**src/hdl/sht_pkg.sv**
```systemverilog
`timescale 1ns / 1ps
`default_nettype none
// ----------------------------------------------------------------------------
// sht_pkg
// Shared types and constants for the slot handle table.
// ----------------------------------------------------------------------------
package sht_pkg;

  localparam int ID_W = 64;

  typedef enum logic [1:0] {
    OP_REGISTER = 2'd0,
    OP_TAKE     = 2'd1,
    OP_RELEASE  = 2'd2,
    OP_PRESENT  = 2'd3
  } op_t;

  typedef enum logic [1:0] {
    STAT_OK        = 2'd0,
    STAT_NOT_FOUND = 2'd1,
    STAT_FULL      = 2'd2,
    STAT_EXHAUSTED = 2'd3
  } status_t;

  typedef enum logic [1:0] {
    ST_IDLE   = 2'd0,
    ST_SELECT = 2'd1,
    ST_READ   = 2'd2,
    ST_RESP   = 2'd3
  } state_t;

  // compare request broadcast to every cell on accept; live low means the
  // key matches nothing
  typedef struct packed {
    logic            en;
    logic            live;
    logic [ID_W-1:0] key;
  } cmp_t;

  // write request; only the selected cell acts on it
  typedef struct packed {
    logic            load;
    logic            clear;
    logic [ID_W-1:0] value;
  } wr_t;

endpackage

`default_nettype wire

```
**src/hdl/sht_cell.sv**
```systemverilog
`timescale 1ns / 1ps
`default_nettype none
// ----------------------------------------------------------------------------
// sht_cell
// One slot: holds a handle id, registers its match flag and passes the
// claim and index of the lowest match on to its upper neighbor.
// ----------------------------------------------------------------------------
module sht_cell #(
  parameter int unsigned       IDX_W      = 6,
  parameter logic [IDX_W-1:0]  SLOT_INDEX = '0
) (
  input  wire logic             clk,
  input  wire logic             rst,
  input  wire sht_pkg::cmp_t    cmp,
  input  wire sht_pkg::wr_t     wr,
  input  wire logic             claim_in,
  output logic                  claim_out,
  input  wire logic [IDX_W-1:0] idx_in,
  output logic [IDX_W-1:0]      idx_out
);

  logic [sht_pkg::ID_W-1:0] slot_id;
  logic                     hit;
  logic                     sel;

  // lowest matching cell wins: drop the hit if a lower cell already claimed
  assign sel       = hit & ~claim_in;
  assign claim_out = claim_in | hit;
  assign idx_out   = idx_in | (sel ? SLOT_INDEX : '0);

  // capture the match on accept, hold it for the rest of the word
  always_ff @(posedge clk) begin
    if (rst) begin
      hit <= 1'b0;
    end else if (cmp.en) begin
      hit <= cmp.live && (slot_id == cmp.key);
    end
  end

  always_ff @(posedge clk) begin
    if (rst) begin
      slot_id <= '0;
    end else if (sel && wr.clear) begin
      slot_id <= '0;
    end else if (sel && wr.load) begin
      slot_id <= wr.value;
    end
  end

endmodule

`default_nettype wire

```
**config.mk**
```make
export PLATFORM = sky130hd
export DESIGN_NAME = sht_cell
export DESIGN_NICKNAME = d
export VERILOG_FILES = /design/src/hdl/sht_pkg.sv /design/src/hdl/sht_cell.sv
export SDC_FILE = /design/constraint.sdc
export NUM_CORES = 1
export LEC_CHECK = 0
export BUFFER_PORTS_ARGS = -buffer_cell sky130_fd_sc_hd__buf_2
export CORE_ASPECT_RATIO = 1.25
export CORE_MARGIN = 2
export CORE_UTILIZATION = 45
export DETAILED_ROUTE_END_ITERATION = 16
export PLACE_DENSITY = 0.8
export SLEW_MARGIN = 20
export SYNTH_ARGS = -nofsm -noshare
export SYNTH_HDL_FRONTEND = slang
export SYNTH_SLANG_ARGS = --single-unit
```
**constraint.sdc**
```tcl
create_clock -name clk -period 1.68 [get_ports clk]
set_input_delay 0.252 -clock clk [delete_from_list [all_inputs] [get_ports clk]]
set_output_delay 0.252 -clock clk [all_outputs]
set_load 0.02 [all_outputs]
```
==> impl_metrics.json, run 1 <==
{
  "yosys.area.top_type_share": 0.422,
  "holdPathStages": 3,
  "setup_violations": 0,
  "crit_chain": "xnor2_1 -> nand4_1 -> nor4_1 -> nand3_1 -> o21ai_1",
  "timing.final.ws_setup_ns": 0.217,
  "critPathKind": "flip-flop to flip-flop",
  "path_delay_family": "simple AND/OR/NAND/NOR gates",
  "hp-class": "input port to flip-flop",
  "maxSlewHeadroom": 0.725,
  "ys.warnings.count": 0,
  "vias": 2979,
  "syn_nets": 532,
  "grt_pass1_wl_um": 13000,
  "worst_setup_path_end_kind": "flip-flop",
  "grt-busiest-layer": "met2",
  "io_pins": 148,
  "cts-resized-gates": 0,
  "place.gp.congestion": 0.794,
  "hold_viol": 0,
  "first_pass_iters": 4,
  "syn_to_final_growth_pct": 28.5,
  "grt_max_degree": 65,
  "crit_fanout": 2,
  "port_buffers": 135,
  "min_to": "slot_id[46]$_SDFFE_PP0P_",
  "hold_path_startpoint": "wr[46]",
  "outcome": "finished, final reports clean",
  "worstSkewPairLatency_ns": 0.33,
  "preCtsSetupSlack_ns": 0.223,
  "n_antenna_cell": 0,
  "die_w_um": 78,
  "cts_tree": "built",
  "first_global_vias": 2935,
  "synthCells": 391,
  "slowest_delay_ns": 0.36,
  "drc_errors": 0,
  "hpwl_um": 6310,
  "yosysTopAreaCell": "dfxtp_1",
  "finClkSkew_ns": 0.00967,
  "root_buffer": "clkbuf_8",
  "syn_avg_cell_area_um2": 7.88,
  "leakage_uw": 0.00152,
  "grtUsageMet1": 0.244,
  "fillCellCount": 613,
  "drtIter0Drc": 158,
  "vdd_drop_max_mv": 0.539,
  "use_met2": 0.405,
  "cts_made_buffers": 9,
  "rows": 33,
  "drtAntennaViolNets": 0,
  "cts.sinks": 65,
  "ff2ff_setup_slack_ns": 0.22,
  "fmax_ghz": 0.683,
  "viasPerCell": 4.90,
  "htree_levels": 3,
  "final_cells": 608,
  "maxCapViolCount": 0,
  "dieArea_um2": 7530,
  "r2r-start": "slot_id[29]$_SDFFE_PP0P_",
  "place_inst": 592,
  "syn_area_um2": 3080,
  "ys_seq_elements": 65,
  "finalWirelength_um": 8230,
  "crit_required_ns": 1.95,
  "start_util": 0.466,
  "antenna_found_initial": 1,
  "core_area_um2": 6610,
  "wire_per_inst_um": 13.5,
  "synthDistinctLibCells": 29,
  "power.total_uw": 3120,
  "ff2ff_path_depth": 5,
  "min_period_over_period": 0.871,
  "rsz0062_at_grt": "no",
  "cp-start-kind": "flip-flop",
  "grt-ovfl-total": 0,
  "r2r-end": "hit$_SDFFE_PP0P_",
  "cp_num_buf_inv": 0,
  "grt_use_total": 0.223,
  "cp.depth": 5,
  "grt_util_met3": 0.0604,
  "maxSlewViolCount": 0,
  "chipHeight_um": 96.5,
  "crit_slowest_cell": "nor4_1",
  "nNetsFinal": 657,
  "fin_tns_setup_ns": 0,
  "power.density_nw_per_um2": 789,
  "layout-drive-gt1-share": 0.309,
  "cts_buffer_depth": 2,
  "clkSlewWorstSetupHoldPaths_ns": 0.07,
  "yosysSeqAreaShare": 0.422,
  "crit_arrival_ns": 1.73,
  "tightest_slew_ns": 0.413,
  "hold_buffers": 0,
  "postCtsSetupBuffers": 0,
  "synthTopCellsByArea": "dfxtp_1 42%, nand2_1 16%, xnor2_1 15%",
  "finalCriticalPeriod_ns": 1.46
}
-- logic make-up (layout without fill, tap and decap cells) --
logic type                after synthesis  in the layout  synth area share
and+or+nand+nor                       160            160             0.227
AOI/OAI and AO/OA                      76             76             0.134
DFF                                    65             65             0.422
xor gates and xnor gates               53             53             0.151
buffers and inverters                  37            167            0.0662
-- sequential cells by signal, indices dropped and copies added, names as in the netlist --
name     cells
hit          1
slot_id     64
-- metal layers --
metal	vias up	wire length [µm]
met5	-	0
met2	101	4210
li1	1521	-
met1	1339	3260
met4	0	248
met3	18	516
-- cells in the final DEF, fill, tap and decap left out, drive strengths merged, types with 2 or more instances in the layout --
master,n
buf,140
nand2,131
dfxtp,65
a21oi,64
xnor2,52
nand4,13
clkbuf,13
inv,11
o22ai,4
nor2b,4
nor4,4
a221oi,2
nand3,2
nor2,2
clkinv,2
-- tightest hold or removal path: stages --
cell and delay [ns]:
buf_2 0.10, nand2_1 0.04, a21oi_1 0.05
-- cells in the mapped netlist --
library cell and n:
nand2_1 131, dfxtp_1 65, a21oi_1 64, xnor2_1 52
buf_2 13, buf_4 13, nand4_1 12, inv_1 11
o22ai_1 4, nor2b_1 3, a221oi_1 2, nand3_1 2
nor2_1 2, nor4_1 2, a2111o_1 1, a21o_1 1
a22oi_1 1, and2_1 1, and3_1 1, nand4_2 1
nor2b_4 1, nor3_1 1, nor4_2 1, nor4_4 1
o21ai_1 1, o221ai_1 1, o2bb2ai_1 1, or2_2 1
xor2_1 1
-- how the worst max path moves through the flow --
stage,startpoint,slack [ns],to
6_report,slot_id[29]$_SDFFE_PP0P_,0.22,hit$_SDFFE_PP0P_
4_1_cts,slot_id[29]$_SDFFE_PP0P_,0.24,hit$_SDFFE_PP0P_
2_1_floorplan,slot_id[43]$_SDFFE_PP0P_,0.48,hit$_SDFFE_PP0P_
3_5_place_dp,cmp[29],0.22,hit$_SDFFE_PP0P_
5_1_grt,slot_id[29]$_SDFFE_PP0P_,0.11,hit$_SDFFE_PP0P_
3_3_place_gp,cmp[38],0.20,hit$_SDFFE_PP0P_
-- cell type report --
cell class,instances,area [µm²],share of cell area
Timing Repair Buffer,140,738,0.186
Inverter,11,41.3,0.0104
Clock buffer,13,149,0.0376
Sequential cell,65,1300,0.329
Tap cell,87,109,0.0275
Clock inverter,3,40.0,0.0101
Multi-Input combinational cell,289,1580,0.399
-- report_power, final --
group	switching [µW]	total (µW)	internal, µW
logic	129	300	170
registers	0	1540	1540
clock network	558	1280	724
-- per-stage QoR --
step            util  instance area [µm²]  hold slack (ns)
2_1_floorplan      -                 3080            0.388
3_3_place_gp   0.571                 3770            0.447
3_5_place_dp   0.571                 3770            0.455
4_1_cts        0.599                 3960            0.140
5_1_grt        0.599                 3960            0.139
6_report       0.599                 3960            0.154
(Power assumes the default switching activity.)
==> run 2, diff against run 1 <==
--- a/config.mk
+++ b/config.mk
@@ -5,12 +5,13 @@
 export SDC_FILE = /design/constraint.sdc
 export NUM_CORES = 1
 export LEC_CHECK = 0
+export ABC_AREA = 1
 export BUFFER_PORTS_ARGS = -buffer_cell sky130_fd_sc_hd__buf_2
 export CORE_ASPECT_RATIO = 1.25
 export CORE_MARGIN = 2
 export CORE_UTILIZATION = 45
 export DETAILED_ROUTE_END_ITERATION = 16
-export PLACE_DENSITY = 0.8
+export PLACE_DENSITY = 0.77
 export SLEW_MARGIN = 20
 export SYNTH_ARGS = -nofsm -noshare
 export SYNTH_HDL_FRONTEND = slang
==> run 2 against run 1 <==
Against the previous run: maximum frequency rose by 3.3%; clock skew rose by 0.0023 ns; highest routed layer unchanged; utilization fell by 2.8 points; flip-flop and latch count did not move.
==> impl_metrics.json, run 2 <==
{
  "regMostFlops": "slot_id",
  "cp-start-kind": "flip-flop",
  "postSynth.asyncResetShare": 0,
  "chipHeight_um": 106,
  "cts_made_buffers": 9,
  "first_global_vias": 3485,
  "htree_levels": 3,
  "yosysTopAreaCell": "dfxtp_1",
  "crit_arrival_ns": 1.16,
  "antenna_found_initial": 0,
  "timing.final.ws_setup_ns": 0.263,
  "maxSlewViolCount": 0,
  "hold_viol": 0,
  "cts_buffer_depth": 2,
  "tightest_slew_ns": 0.376,
  "setup_violations": 0,
  "cts_tree": "built",
  "grt_max_degree": 30,
  "root_buffer": "clkbuf_8",
  "outcome": "finished, final reports clean",
  "vdd_drop_max_mv": 0.529,
  "met3_length_um": 576,
  "hp-class": "input port to flip-flop",
  "fmax_ghz": 0.706,
  "synthCells": 513,
  "dr.max_layer_used": "met4",
  "leakage_uw": 0.00212,
  "grt_pass1_wl_um": 14700,
  "nNetsFinal": 778,
  "power_frac_clock": 0.431,
  "final_cell_mix": "135 x buf_2, 130 x nand2_1, 75 x nor2_1",
  "maxSlewHeadroom": 0.749,
  "top_regs": "slot_id x64, hit x1",
  "p_sw_frac": 0.234,
  "grt_use_total": 0.202,
  "largest_reg_flops": 64,
  "place.gp.congestion": 0.837,
  "io_pins": 148,
  "worst_setup_path_end_kind": "output port",
  "hold_slack_ns": 0.101,
  "first_pass_iters": 5,
  "vias": 3583,
  "ys_seq_elements": 65,
  "postCtsSetupBuffers": 0,
  "fin_tns_setup_ns": 0,
  "finClkSkew_ns": 0.0120,
  "p_comb_frac": 0.109,
  "synthTopCellsByArea": "dfxtp_1 35%, nand2_1 13%, a211oi_2 12%",
  "crit_required_ns": 1.43,
  "wire_per_inst_um": 12.0,
  "rows": 37,
  "yosys.area.top_type_share": 0.349,
  "power.total_uw": 3350,
  "finalWirelength_um": 8880,
  "ys.warnings.count": 0,
  "n_antenna_cell": 0,
  "hpwl_um": 6920,
  "wl_met1_um": 3570,
  "maxCapViolCount": 0,
  "port_buffers": 135,
  "drtAntennaViolNets": 0,
  "cts.sinks": 65,
  "core_area_um2": 8150,
  "drtIter0Drc": 188,
  "crit_fanout": 4,
  "syn_avg_cell_area_um2": 7.27,
  "start_util": 0.457,
  "syn_nets": 654,
  "critPathKind": "flip-flop to output port",
  "dieArea_um2": 9030,
  "grt-ovfl-total": 0,
  "ys_top_cells_by_count": "130 x nand2_1, 75 x nor2_1, 65 x dfxtp_1",
  "die_w_um": 85.4,
  "hold_buffers": 0,
  "syn_area_um2": 3730,
  "clkSlewWorstSetupHoldPaths_ns": 0.07,
  "power.density_nw_per_um2": 718,
  "layout-drive-gt1-share": 0.361,
  "finalCriticalPeriod_ns": 1.42,
  "synth_most_common_cell": "nand2_1",
  "p_sw_uw": 782,
  "worstSkewPairLatency_ns": 0.33,
  "synthDistinctLibCells": 23,
  "preCtsSetupSlack_ns": 0.306,
  "intPower_uw": 2560,
  "syn_to_final_growth_pct": 24.9,
  "wl_met2_um": 4410,
  "cts-resized-gates": 0,
  "min_period_over_period": 0.843,
  "synth_edf_count": 0,
  "p_seq_frac": 0.460,
  "viasPerCell": 4.85,
  "rsz0062_at_grt": "no",
  "drc_errors": 0,
  "final_common_cell": "buf_2",
  "ys.flop_type": "dfxtp_1",
  "yosysSeqAreaShare": 0.349
}
run 2: layout make-up:
cell class / instances / area [µm²]
clock inverter: 4 / 77.6
inverter: 67 / 251
fill: 782 / 3490
tap: 97 / 121
sequential: 65 / 1300
timing repair buffer: 146 / 821
multi-input combinational: 348 / 1950
clock buffer: 12 / 135
run 2: critical path: stages, from the launching register on:
cell and delay (ns):
dfxtp_1 0.37, or2_2 0.30, buf_2 0.16
run 2: cell families after synthesis:
group	share of synthesized area
simple gates	0.266
buf+inv	0.134
compound gates	0.197
flops	0.349
xor+xnor	0.0540
run 2: power by group through the flow:
stage	sequential, µW	clock [µW]	combinational (µW)
after floorplan	1580	0	179
after global placement	1580	0	360
after detailed placement	1580	0	365
after CTS	1540	1480	367
after global routing	1540	1550	408
final	1540	1440	364
run 2: per-layer routing:
metal / GRT usage / vias to the layer above
met3: 0.0446 / 26
met2: 0.351 / 114
li1: - / 1879
met5: 0 / -
met1: 0.223 / 1564
met4: 0.113 / 0
run 2: final timing paths:
check	startpoint	end	slack (ns)	cells past startpoint
setup / recovery	hit$_SDFFE_PP0P_	claim_out	0.26	2
hold / removal	rst	hit$_SDFFE_PP0P_	0.10	2
setup reg to reg	hit$_SDFFE_PP0P_	slot_id[47]$_SDFFE_PP0P_	0.31	3
hold reg to reg	slot_id[57]$_SDFFE_PP0P_	slot_id[57]$_SDFFE_PP0P_	0.47	2
run 2: stage by stage:
| step | utilization | std cells | area, µm² |
|---|---|---|---|
| detailed placement | 0.545 | 723 | 4440 |
| global route | 0.572 | 739 | 4660 |
| global placement | 0.545 | 723 | 4440 |
| finish | 0.572 | 739 | 4660 |
| CTS | 0.572 | 739 | 4660 |
| floorplan | - | 513 | 3730 |
